## config.mk

```make
export PLATFORM = sky130hd
export DESIGN_NAME = calendar_month_grid
export DESIGN_NICKNAME = d
export VERILOG_FILES = /design/src/rtl/cmg_pkg.sv /design/src/rtl/calendar_month_grid.sv /design/src/rtl/cmg_front.sv /design/src/rtl/cmg_cells.sv
export SDC_FILE = /design/constraint.sdc
export NUM_CORES = 1
export LEC_CHECK = 0
export ABC_AREA = 0
export BUFFER_PORTS_ARGS = -buffer_cell sky130_fd_sc_hd__buf_2
export CAP_MARGIN = 10
export CORE_MARGIN = 3
export CORE_UTILIZATION = 64
export DETAILED_ROUTE_END_ITERATION = 12
export GPL_ROUTABILITY_DRIVEN = 0
export GPL_TIMING_DRIVEN = 0
export PLACE_DENSITY = 0.82
export RECOVER_POWER = 100
export SETUP_SLACK_MARGIN = 0.5
export SLEW_MARGIN = 20
export SYNTH_ARGS = -nofsm -noshare
export SYNTH_HDL_FRONTEND = slang
export SYNTH_HIERARCHICAL = 1
export SYNTH_SLANG_ARGS = --single-unit
```

## constraint.sdc

```tcl
create_clock -name i_clk -period 8.95 [get_ports i_clk]
set_input_delay 2.685 -clock i_clk [delete_from_list [all_inputs] [get_ports i_clk]]
set_output_delay 2.685 -clock i_clk [all_outputs]
set_load 0.1 [all_outputs]
```

## src/rtl/cmg_pkg.sv

```systemverilog
// shared types, widths and tables for the calendar month grid
// no dependencies; imported by cmg_front, cmg_cells and calendar_month_grid
package cmg_pkg;

    localparam int YEAR_W  = 14;
    localparam int MONTH_W = 4;
    localparam int CELL_W  = 6;
    localparam int DAY_W   = 5;
    localparam int WDAY_W  = 3;
    localparam int SUM_W   = 15;   // year + 400 and the weekday sum fit here

    localparam int GRID_CELLS = 42;
    localparam logic [CELL_W-1:0] LAST_CELL = CELL_W'(GRID_CELLS - 1);

    localparam logic [MONTH_W-1:0] MONTH_JAN = 4'd1;
    localparam logic [MONTH_W-1:0] MONTH_FEB = 4'd2;
    localparam logic [MONTH_W-1:0] MONTH_DEC = 4'd12;

    localparam logic [DAY_W-1:0] MONTH_DAYS [0:11] = '{
        5'd31, 5'd28, 5'd31, 5'd30, 5'd31, 5'd30,
        5'd31, 5'd31, 5'd30, 5'd31, 5'd30, 5'd31
    };

    // per-month result handed from the date math to the cell generator
    typedef struct packed {
        logic [SUM_W-1:0] wday_sum;
        logic [DAY_W-1:0] month_length;
        logic             month_error;
    } t_month_info;

    function automatic logic [DAY_W-1:0] days_in_month(
        input logic [MONTH_W-1:0] month,
        input logic               leap
    );
        logic [MONTH_W-1:0] idx;
        logic [DAY_W-1:0]   days;
        idx = month - 4'd1;
        if (month < MONTH_JAN || month > MONTH_DEC) begin
            days = '0;
        end else if (month == MONTH_FEB) begin
            days = leap ? 5'd29 : 5'd28;
        end else begin
            days = MONTH_DAYS[idx];
        end
        return days;
    endfunction

endpackage

```

## src/rtl/calendar_month_grid.sv

```systemverilog
// top level of the gregorian month calendar grid
// depends on cmg_pkg, cmg_front and cmg_cells
//
// input channel: i_valid / o_stall carry one transaction of i_year and i_month
// output channel: o_valid / i_stall carry one grid cell per transaction,
//   GRID_CELLS (42) cells per request in row-major order, sunday first;
//   o_last_cell marks the final cell of each request
// the first cell of a request reaches o_valid through the input register,
//   the divide-by-100 stage, the weekday sum stage, the cell generator
//   load and the output register
// throughput: one cell per cycle while i_stall is low; the cell
//   generator and its output register set this figure
// requests queue in the three date math stages while a grid is still being
//   sent, so a new request is taken while the previous grid drains
// reset (i_rst_n low at a clock edge) empties every stage; no request
//   in flight survives it
// when the receiver raises i_stall the output register holds its cell, the
//   cell generator waits, and the stall backs up into o_stall once the date
//   math stages are full
// an invalid month gives an all-blank grid with o_month_error set
module calendar_month_grid import cmg_pkg::*; (
    input  logic               i_clk,
    input  logic               i_rst_n,
    input  logic               i_valid,
    output logic               o_stall,
    input  logic [YEAR_W-1:0]  i_year,
    input  logic [MONTH_W-1:0] i_month,
    output logic               o_valid,
    input  logic               i_stall,
    output logic [CELL_W-1:0]  o_cell_index,
    output logic [DAY_W-1:0]   o_day_number,
    output logic [WDAY_W-1:0]  o_first_weekday,
    output logic [DAY_W-1:0]   o_month_length,
    output logic               o_month_error,
    output logic               o_last_cell
);

    // handoff between date math and the cell generator
    logic        info_valid;
    logic        info_ready;
    t_month_info info;

    cmg_front u_front (
        .i_clk        (i_clk),
        .i_rst_n      (i_rst_n),
        .i_valid      (i_valid),
        .o_stall      (o_stall),
        .i_year       (i_year),
        .i_month      (i_month),
        .o_info_valid (info_valid),
        .i_info_ready (info_ready),
        .o_info       (info)
    );

    cmg_cells u_cells (
        .i_clk           (i_clk),
        .i_rst_n         (i_rst_n),
        .i_info_valid    (info_valid),
        .o_info_ready    (info_ready),
        .i_info          (info),
        .o_valid         (o_valid),
        .i_stall         (i_stall),
        .o_cell_index    (o_cell_index),
        .o_day_number    (o_day_number),
        .o_first_weekday (o_first_weekday),
        .o_month_length  (o_month_length),
        .o_month_error   (o_month_error),
        .o_last_cell     (o_last_cell)
    );

endmodule

```

## src/rtl/cmg_front.sv

```systemverilog
// date math pipeline: input register, divide-by-100 stage, weekday sum stage
// depends on cmg_pkg
module cmg_front import cmg_pkg::*; (
    input  logic               i_clk,
    input  logic               i_rst_n,
    input  logic               i_valid,
    output logic               o_stall,
    input  logic [YEAR_W-1:0]  i_year,
    input  logic [MONTH_W-1:0] i_month,
    output logic               o_info_valid,
    input  logic               i_info_ready,
    output t_month_info        o_info
);

    localparam logic [SUM_W-1:0] YEAR_SHIFT = 15'd400;
    localparam int               PROD_W     = SUM_W + 13;
    localparam logic [PROD_W-1:0] RECIP_100 = 28'd5243;
    localparam int               RECIP_SH   = 19;
    localparam int               Q_W        = PROD_W - RECIP_SH;

    // month term (13m-1)/5 with march as month 1
    function automatic logic [DAY_W-1:0] month_term(input logic [MONTH_W-1:0] mm);
        logic [DAY_W-1:0] t;
        unique case (mm)
            4'd1:    t = 5'd2;
            4'd2:    t = 5'd5;
            4'd3:    t = 5'd7;
            4'd4:    t = 5'd10;
            4'd5:    t = 5'd12;
            4'd6:    t = 5'd15;
            4'd7:    t = 5'd18;
            4'd8:    t = 5'd20;
            4'd9:    t = 5'd23;
            4'd10:   t = 5'd25;
            4'd11:   t = 5'd28;
            4'd12:   t = 5'd31;
            default: t = 5'd0;
        endcase
        return t;
    endfunction

    logic               r1_v, r2_v, r3_v;
    logic               free1, free2, free3;

    logic [YEAR_W-1:0]  r1_year;
    logic [MONTH_W-1:0] r1_month;

    logic [SUM_W-1:0]   r2_yp;
    logic [Q_W-1:0]     r2_qp;
    logic               r2_dec;
    logic [MONTH_W-1:0] r2_mm;
    logic [MONTH_W-1:0] r2_month;

    t_month_info        r3_info;

    // stage 2 logic
    logic [SUM_W-1:0]   n_yp;
    logic [PROD_W-1:0]  prod;
    logic               n_dec;
    logic [MONTH_W-1:0] n_mm;

    // stage 3 logic
    logic [SUM_W+1:0]   qp_x100;
    logic               rem_zero;
    logic               leap;
    logic [SUM_W-1:0]   yy;
    logic [Q_W-1:0]     q100;
    logic [SUM_W-1:0]   n_sum;
    t_month_info        n_info;

    assign free3   = !r3_v || i_info_ready;
    assign free2   = !r2_v || free3;
    assign free1   = !r1_v || free2;
    assign o_stall = !free1;

    assign n_yp  = SUM_W'(r1_year) + YEAR_SHIFT;
    assign prod  = PROD_W'(n_yp) * RECIP_100;
    assign n_dec = (r1_month <= MONTH_FEB);
    assign n_mm  = n_dec ? (r1_month + 4'd10) : (r1_month - 4'd2);

    assign qp_x100  = (SUM_W+2)'(r2_qp) * (SUM_W+2)'(100);
    assign rem_zero = (qp_x100 == (SUM_W+2)'(r2_yp));
    assign leap     = (r2_yp[1:0] == 2'b00) && (!rem_zero || r2_qp[1:0] == 2'b00);
    assign yy       = r2_yp - SUM_W'(r2_dec);
    assign q100     = r2_qp - Q_W'(r2_dec && rem_zero);
    assign n_sum    = yy + (yy >> 2) + SUM_W'(q100 >> 2) - SUM_W'(q100)
                    + SUM_W'(month_term(r2_mm)) + SUM_W'(1);

    always_comb begin
        n_info.wday_sum     = n_sum;
        n_info.month_length = days_in_month(r2_month, leap);
        n_info.month_error  = (r2_month < MONTH_JAN) || (r2_month > MONTH_DEC);
    end

    always_ff @(posedge i_clk) begin
        if (!i_rst_n) begin
            r1_v <= 1'b0;
            r2_v <= 1'b0;
            r3_v <= 1'b0;
        end else begin
            if (free1) begin
                r1_v <= i_valid;
            end
            if (free2) begin
                r2_v <= r1_v;
            end
            if (free3) begin
                r3_v <= r2_v;
            end
        end
    end

    always_ff @(posedge i_clk) begin
        if (free1 && i_valid) begin
            r1_year  <= i_year;
            r1_month <= i_month;
        end
        if (free2 && r1_v) begin
            r2_yp    <= n_yp;
            r2_qp    <= prod[PROD_W-1:RECIP_SH];
            r2_dec   <= n_dec;
            r2_mm    <= n_mm;
            r2_month <= r1_month;
        end
        if (free3 && r2_v) begin
            r3_info <= n_info;
        end
    end

    assign o_info_valid = r3_v;
    assign o_info       = r3_info;

endmodule

```

## src/rtl/cmg_cells.sv

```systemverilog
// grid cell generator: walks the cells of one month into the output register
// depends on cmg_pkg
module cmg_cells import cmg_pkg::*; (
    input  logic               i_clk,
    input  logic               i_rst_n,
    input  logic               i_info_valid,
    output logic               o_info_ready,
    input  t_month_info        i_info,
    output logic               o_valid,
    input  logic               i_stall,
    output logic [CELL_W-1:0]  o_cell_index,
    output logic [DAY_W-1:0]   o_day_number,
    output logic [WDAY_W-1:0]  o_first_weekday,
    output logic [DAY_W-1:0]   o_month_length,
    output logic               o_month_error,
    output logic               o_last_cell
);

    // modulo 7 by folding octal digits, since 8 is 1 mod 7
    function automatic logic [WDAY_W-1:0] mod7(input logic [SUM_W-1:0] s);
        logic [5:0] f1;
        logic [3:0] f2;
        logic [3:0] f3;
        f1 = 6'(s[2:0]) + 6'(s[5:3]) + 6'(s[8:6]) + 6'(s[11:9]) + 6'(s[14:12]);
        f2 = 4'(f1[2:0]) + 4'(f1[5:3]);
        f3 = 4'(f2[2:0]) + 4'(f2[3]);
        return (f3 == 4'd7) ? 3'd0 : f3[2:0];
    endfunction

    logic               r_busy;
    logic [CELL_W-1:0]  r_idx;
    logic [WDAY_W-1:0]  r_first;
    logic [DAY_W-1:0]   r_len;
    logic               r_err;

    logic               r_ov;
    logic [CELL_W-1:0]  r_out_idx;
    logic [DAY_W-1:0]   r_out_day;
    logic [WDAY_W-1:0]  r_out_first;
    logic [DAY_W-1:0]   r_out_len;
    logic               r_out_err;
    logic               r_out_last;

    logic               out_free;
    logic               emit;
    logic               at_last;
    logic               load;
    logic [CELL_W-1:0]  offset;
    logic               in_month;
    logic [DAY_W-1:0]   n_day;

    assign out_free     = !r_ov || !i_stall;
    assign emit         = r_busy && out_free;
    assign at_last      = (r_idx == LAST_CELL);
    assign o_info_ready = !r_busy || (emit && at_last);
    assign load         = i_info_valid && o_info_ready;

    assign offset   = r_idx - CELL_W'(r_first);
    assign in_month = !r_err && (r_idx >= CELL_W'(r_first))
                      && (offset < CELL_W'(r_len));
    assign n_day    = in_month ? (offset[DAY_W-1:0] + 5'd1) : '0;

    always_ff @(posedge i_clk) begin
        if (!i_rst_n) begin
            r_busy <= 1'b0;
            r_ov   <= 1'b0;
        end else begin
            if (load) begin
                r_busy <= 1'b1;
            end else if (emit && at_last) begin
                r_busy <= 1'b0;
            end
            if (out_free) begin
                r_ov <= r_busy;
            end
        end
    end

    always_ff @(posedge i_clk) begin
        if (load) begin
            r_idx   <= '0;
            r_first <= i_info.month_error ? '0 : mod7(i_info.wday_sum);
            r_len   <= i_info.month_length;
            r_err   <= i_info.month_error;
        end else if (emit) begin
            r_idx <= r_idx + 6'd1;
        end
        if (emit) begin
            r_out_idx   <= r_idx;
            r_out_day   <= n_day;
            r_out_first <= r_first;
            r_out_len   <= r_len;
            r_out_err   <= r_err;
            r_out_last  <= at_last;
        end
    end

    assign o_valid         = r_ov;
    assign o_cell_index    = r_out_idx;
    assign o_day_number    = r_out_day;
    assign o_first_weekday = r_out_first;
    assign o_month_length  = r_out_len;
    assign o_month_error   = r_out_err;
    assign o_last_cell     = r_out_last;

endmodule
```

# After elaboration in Yosys (flattened, before gate mapping)
# Memory sizes are Yosys's and may differ from the RTL's. A register that Yosys moved wholly into a read port is not among the register bits.
# Cells that the tools add are included.
# classes
order_cmp	6
multipliers	2
n_reduce_logical	30
n_addsub	20
n_eq_ne	4
mux	8
n_bitwise	1
# ops
cell	n
15-bit by 13-bit multiplier with 28-bit output, second input constant	1
6-bit by 3-bit adder with 6-bit output	3
16-bit by 15-bit equality test with 1-bit output	1
14-bit by 9-bit adder with 15-bit output, second input constant	1
15-bit by 1-bit adder with 15-bit output, second input constant	1
15-bit by 13-bit adder with 15-bit output	1
15-bit by 5-bit adder with 15-bit output	1
15-bit by 7-bit adder with 15-bit output	1
5-bit two-way mux	3
15-bit by 1-bit subtractor with 15-bit output	1
15-bit by 9-bit subtractor with 15-bit output	1
9-bit by 5-bit multiplier with 14-bit output, second input constant	1
1-bit logical AND	10
1-bit logical NOT	9
9-bit by 1-bit subtractor with 9-bit output	1
3-bit by 3-bit adder with 4-bit output	2
4-bit two-way mux	2
1-bit logical OR	7
6-bit by 1-bit adder with 6-bit output, second input constant	1
6-bit equality test, second input constant	1
6-bit by 3-bit greater-or-equal comparator with 1-bit output	1
6-bit by 5-bit less-than comparator with 1-bit output	1
6-bit by 3-bit subtractor with 6-bit output	1
5-bit by 1-bit adder with 5-bit output, second input constant	1
other kinds (15)	18
# word_totals
mem_bits_ro	160
register_bits	113
input_bits	22
mem_count	2
elab_cells	98
output_inout_bits	23
# memory_table
name	depth	word_bits	rd	rd_clocked_by_memory_dff	wr	line	text
(no name shown)	16	5	1	0	0	cmg_pkg.sv:43	days = MONTH_DAYS[idx];
(no name shown)	16	5	1	1	0	cmg_front.sv:24	unique case (mm)

# Longest topological paths before layout
# logic_depth
depth_word	9
depth_mapped	31
ltp_nobuf	31

# Hierarchy
# Netlist, hierarchy kept.
# modules_own_cells
module	seq_area_each_um2	cells_each	instances	area_each_um2
cmg_front	2232.1	901	1	9411.5
cmg_cells	1061.0	170	1	2140.8

# Least setup slack after synthesis
# Ideal clock, no wire load.
# synth_path
path_type	register to register
start	register u_front.r2_qp[2]
end	register u_front.r3_info (netlist bit u_front/o_info[19]), data pin
slack_ns	1.742
n_path_buf	0
t_required_ns	8.688
path_stages_with_launch	31
arrival_ns	6.947
setup_time_ns	0.262
period_less_slack_ns	7.208
cell_sequence	edfxtp_1 inv_1 ha_1 ha_1 ha_1 inv_1 fa_1 xor2_1 nand4_1 nor4_1 nand3_1 or4_1 nor4b_2 ha_1 inv_1 a21boi_0 xnor2_1 xnor2_1 ha_1 inv_1 fa_1 fa_1 inv_1 ha_1 a21o_1 nand3_1 a31oi_1 a221o_1 a211oi_1 o21ai_1 xor2_1
# synth_rtl
item	line	text
from (decl)	cmg_front.sv:49	logic [Q_W-1:0] r2_qp;
from (signal assigned)	cmg_front.sv:120	r2_qp <= prod[PROD_W-1:RECIP_SH];
to (signal assigned)	cmg_front.sv:126	r3_info <= n_info;
to (decl)	cmg_front.sv:54	t_month_info r3_info;

==> impl_results.html <==
<table>
<tr><th>Metric</th><th>Value</th></tr>
<tr><th colspan="2">Run status</th></tr>
<tr><td>Run status</td><td>finished clean</td></tr>
<tr><th colspan="2">Synthesis</th></tr>
<tr><td>Adder and majority gate portion of the synthesized area</td><td>0.398</td></tr>
<tr><td>Seq/Total Area, Yosys</td><td>0.285</td></tr>
<tr><td>Post-synth net total</td><td>1402</td></tr>
<tr><td>Main synth FF type</td><td>sky130_fd_sc_hd__edfxtp_1</td></tr>
<tr><td>Combinational family with the most area after synthesis</td><td>adder cells</td></tr>
<tr><td>EDFF count, synth</td><td>99</td></tr>
<tr><td>Number of warning messages in the yosys log</td><td>6</td></tr>
<tr><td>Post-synthesis compound-gate area fraction</td><td>0.0764</td></tr>
<tr><td>Post-synthesis register bit count</td><td>about 120</td></tr>
<tr><td>Average instance area after synthesis</td><td>10.8 sq um</td></tr>
<tr><td>Number of cells produced by synthesis</td><td>between 1k and 1.5k</td></tr>
<tr><td>Total standard cell area after synthesis</td><td>around 12000 sq um</td></tr>
<tr><td>Multiplexer area fraction after synthesis</td><td>0.00986</td></tr>
<tr><td>Synth async-reset ratio</td><td>0</td></tr>
<tr><td>Synth Area in XOR/XNOR</td><td>0.0719</td></tr>
<tr><td>Count of unique library cells instantiated by Yosys</td><td>67</td></tr>
<tr><td>Simple-gate share of the synthesized area</td><td>0.0777</td></tr>
<tr><th colspan="2">STA</th></tr>
<tr><td>Worst Max-Slew Pin Slew</td><td>about 1200 ps</td></tr>
<tr><td>Setup Viol. Count Final</td><td>0</td></tr>
<tr><td>Setup_tns</td><td>0 ps</td></tr>
<tr><td>Final critical path time including I/O delays and setup</td><td>8250 ps</td></tr>
<tr><td>Worst Clk Skew</td><td>roughly 14 ps</td></tr>
<tr><td>Worst rel slew slack</td><td>0.183</td></tr>
<tr><td>Maximum operating frequency</td><td>0.121 GHz</td></tr>
<tr><td>Final worst path period share</td><td>0.922</td></tr>
<tr><td>Number of pins exceeding their max-slew limit in the final report</td><td>0</td></tr>
<tr><td>Final Hold Fails</td><td>0</td></tr>
<tr><td>Unrepaired setup endpoints after global routing</td><td>false</td></tr>
<tr><th colspan="2">Clock network</th></tr>
<tr><td>Count of hold buffers inserted by post-cts repair</td><td>0</td></tr>
<tr><td>Worst-skew pair later-pin latency</td><td>430 ps</td></tr>
<tr><td>Clock tree sinks</td><td>115</td></tr>
<tr><td>Number of H-tree branching levels</td><td>4</td></tr>
<tr><td>Clock slew at reported path FFs</td><td>50 ps</td></tr>
<tr><td>Resized cells post-CTS</td><td>0</td></tr>
<tr><td>Cell at the root of the clock tree</td><td>sky130_fd_sc_hd__clkbuf_16</td></tr>
<tr><td>Setup bufs post-CTS</td><td>0</td></tr>
<tr><td>CTS tree</td><td>built</td></tr>
<tr><td>Max clock buf depth</td><td>2</td></tr>
<tr><td>Clock buffers created by TritonCTS</td><td>17</td></tr>
<tr><th colspan="2">GRT</th></tr>
<tr><td>Wire length of the first global-routing pass</td><td>about 40000 um</td></tr>
<tr><td>Number of antenna violations at the first check in global routing</td><td>0</td></tr>
<tr><td>Vias in the first global route</td><td>slightly above 8k</td></tr>
<tr><td>Pin count of the biggest net entering global routing</td><td>34</td></tr>
<tr><td>Global router's overall resource usage</td><td>0.250</td></tr>
<tr><td>Total gr overflow</td><td>0</td></tr>
<tr><th colspan="2">Floorplanning</th></tr>
<tr><td>DIE WIDTH</td><td>140 um</td></tr>
<tr><td>Vertical die dimension</td><td>roughly 140 um</td></tr>
<tr><td>I/O pin cnt</td><td>45</td></tr>
<tr><td>Die footprint</td><td>between 15000 and 20000 sq um</td></tr>
<tr><td>Number of rows created at floorplan</td><td>48</td></tr>
<tr><td>Starting density of the core</td><td>0.661</td></tr>
<tr><td>Core Region</td><td>approximately 17000 sq um</td></tr>
<tr><th colspan="2">Layout</th></tr>
<tr><td>Highest-count cells in the layout ignoring fill and taps</td><td>238 x sky130_fd_sc_hd__inv_1, 211 x sky130_fd_sc_hd__ha_1, 99 x sky130_fd_sc_hd__edfxtp_1, 98 x sky130_fd_sc_hd__fa_1, 55 x sky130_fd_sc_hd__xnor2_1</td></tr>
<tr><td>Commonest non-fill, non-tap cell in the layout</td><td>sky130_fd_sc_hd__inv_1</td></tr>
<tr><td>Share of layout cells above drive strength 1</td><td>0.0591</td></tr>
<tr><td>Core utilization of the finished layout</td><td>0.719</td></tr>
<tr><td>Storage element area</td><td>roughly 3300 sq um</td></tr>
<tr><td>Post-layout net count</td><td>roughly 1.5k</td></tr>
<tr><td>Filler cells</td><td>1207</td></tr>
<tr><td>Number of antenna repair diodes</td><td>0</td></tr>
<tr><td>Area occupied by multi-input gates</td><td>~7300 sq um</td></tr>
<tr><td>Area growth syn-to-layout</td><td>8.79%</td></tr>
<tr><th colspan="2">Worst setup path</th></tr>
<tr><td>Crit path max fanout</td><td>5</td></tr>
<tr><td>R2R Path Start</td><td>u_front/r2_qp[2]$_DFFE_PP_</td></tr>
<tr><td>Worst Setup Start Kind</td><td>flip-flop</td></tr>
<tr><td>Arrival time of data at the critical path endpoint</td><td>8420 ps</td></tr>
<tr><td>Library cell appearing most often on the critical path</td><td>sky130_fd_sc_hd__ha_1</td></tr>
<tr><td>FF-to-FF End</td><td>u_front/o_info[20]$_DFFE_PP_</td></tr>
<tr><td>Sort of element at the end of the critical path</td><td>flip-flop</td></tr>
<tr><td>Cell type of the slowest stage on the worst timing path</td><td>sky130_fd_sc_hd__fa_1</td></tr>
<tr><td>Setup slack of the most critical reg-to-reg path</td><td>around 700 ps</td></tr>
<tr><td>Critical path class</td><td>reg2reg</td></tr>
<tr><td>Depth of the worst register-to-register path</td><td>30</td></tr>
<tr><td>Slowest cell delay on critical path</td><td>550 ps</td></tr>
<tr><td>Required time of the critical path</td><td>around 9000 ps</td></tr>
<tr><th colspan="2">Hold path</th></tr>
<tr><td>Startpoint of the tightest hold check path</td><td>u_front/o_info[1]$_SDFFCE_PP0P_</td></tr>
<tr><td>Class of the tightest hold or removal check</td><td>reg2reg</td></tr>
<tr><td>Number of cells on the worst hold path</td><td>0</td></tr>
<tr><td>Sink of the worst hold path</td><td>u_cells/r_len[0]$_DFFE_PP_</td></tr>
<tr><th colspan="2">Detailed routing</th></tr>
<tr><td>Via count of the routed design</td><td>between 7k and 8k</td></tr>
<tr><td>Drt first pass iters</td><td>5</td></tr>
<tr><td>Detail-routed via count per cell</td><td>about 5.6</td></tr>
<tr><td>Final wirelength</td><td>approximately 23000 um</td></tr>
<tr><td>DRC violation count after routing</td><td>0</td></tr>
<tr><td>DRT antenna net count</td><td>0</td></tr>
<tr><td>Count of routing violations after the opening detailed-route iteration</td><td>~400</td></tr>
<tr><td>Post-DR wirelength/cell</td><td>17.0 um</td></tr>
<tr><th colspan="2">Placed design</th></tr>
<tr><td>Post-DP HPWL</td><td>18800 um</td></tr>
<tr><td># port buffers</td><td>44</td></tr>
<tr><th colspan="2">Job</th></tr>
<tr><td># Max-Cap Violations</td><td>0</td></tr>
</table>
-- metrics by stage --
| step | worst slack (ps) | hold slack, ps | instances | instance area [sq um] |
|---|---|---|---|---|
| final | 696 | 419 | 1375 | 12600 |
| after detailed placement | 989 | 407 | 1343 | 12100 |
| after global routing | 378 | 423 | 1375 | 12600 |
| after global placement | 1070 | 403 | 1340 | 12100 |
| after floorplan | 1740 | 400 | 1071 | 11600 |
| after CTS | 868 | 419 | 1375 | 12700 |
-- sequential cells by signal, summed over array words and instances, names as in the netlist, 3 cells and up, named ones only --
name and cells:
u_cells/o_month_length 5, u_cells/o_first_weekday 3, u_cells/o_day_number 5, u_cells/o_cell_index 6, u_cells/r_len 5, u_front/r1_year 14
u_front/r2_month 3, u_front/r2_mm 4, u_front/r2_yp 15, u_front/o_info 19, u_front/r2_qp 9, u_front/r1_month 4
u_cells/r_idx 6, u_cells/r_first 3
-- final cells by class --
class | instances | share of cell area
multi-input combinational | 710 | 0.581
sequential | 115 | 0.262
inverter | 238 | 0.0711
clock buffer | 20 | 0.0364
tap | 225 | 0.0224
timing repair buffer | 47 | 0.0160
clock inverter | 12 | 0.00747
buffer | 8 | 0.00319
-- routing by layer --
layer,routed length [um],share of wire,track usage,up-vias
li1,-,-,-,3737
met1,9410,0.40,0.299,3757
met2,12500,0.54,0.460,216
met3,942,0.040,0.0348,50
met4,526,0.022,0.0857,0
met5,0,0,0,-
-- synth_stat cells, types with 9 or more instances --
cell type	instances	area, sq um
sky130_fd_sc_hd__edfxtp_1	99	2970
sky130_fd_sc_hd__inv_1	238	893
sky130_fd_sc_hd__o21ai_0	18	90.1
sky130_fd_sc_hd__o21a_1	10	75.1
sky130_fd_sc_hd__nand2_1	31	116
sky130_fd_sc_hd__a21oi_1	33	165
sky130_fd_sc_hd__ha_1	211	2640
sky130_fd_sc_hd__a21o_1	10	75.1
sky130_fd_sc_hd__xnor2_1	55	482
sky130_fd_sc_hd__o21ai_1	9	45.0
sky130_fd_sc_hd__fa_1	98	1960
sky130_fd_sc_hd__nor3_1	15	75.1
sky130_fd_sc_hd__nor2b_1	12	75.1
sky130_fd_sc_hd__xor2_1	38	333
sky130_fd_sc_hd__nand3_1	15	75.1
sky130_fd_sc_hd__nor2_1	35	131
sky130_fd_sc_hd__nor4_1	9	56.3
sky130_fd_sc_hd__dfxtp_1	16	320
-- cells by family (layout without fill, tap and decap cells) --
| logic type | count (synthesis) | after routing |
|---|---|---|
| XOR/XNOR | 94 | 94 |
| buffers and inverters | 246 | 325 |
| AO/OA/AOI/OAI | 131 | 131 |
| adder cells (fa/ha/maj) | 309 | 309 |
| AND/OR/NAND/NOR | 165 | 165 |
| flip-flops | 115 | 115 |
| multiplexers | 11 | 11 |
-- how the worst max path moves through the flow --
stage	startpoint	end	slack [ps]	cells past startpoint
2_1_floorplan	u_front/r2_qp[2]$_DFFE_PP_	u_front/o_info[19]$_DFFE_PP_	1740	30
3_3_place_gp	u_front/r2_qp[2]$_DFFE_PP_	u_front/o_info[19]$_DFFE_PP_	1070	30
3_5_place_dp	u_front/r2_qp[2]$_DFFE_PP_	u_front/o_info[20]$_DFFE_PP_	990	30
4_1_cts	u_front/r2_qp[2]$_DFFE_PP_	u_front/o_info[20]$_DFFE_PP_	870	30
5_1_grt	u_front/r2_qp[2]$_DFFE_PP_	u_front/o_info[20]$_DFFE_PP_	380	30
6_report	u_front/r2_qp[2]$_DFFE_PP_	u_front/o_info[20]$_DFFE_PP_	700	30
-- worst max-delay path, delay by kind of cell, from the launching register on --
kind / cells / cell delay, ps
adders and majority gates: 9 / 3250
and+or+nand+nor: 7 / 2020
DFF: 1 / 520
xor gates and xnor gates: 4 / 720
AOI/OAI and AO/OA: 5 / 1100
buffers and inverters: 5 / 370
Power is left out: the tool's default activity adds up to more than one toggle a clock period on the data nets, which glitch-free logic cannot reach.
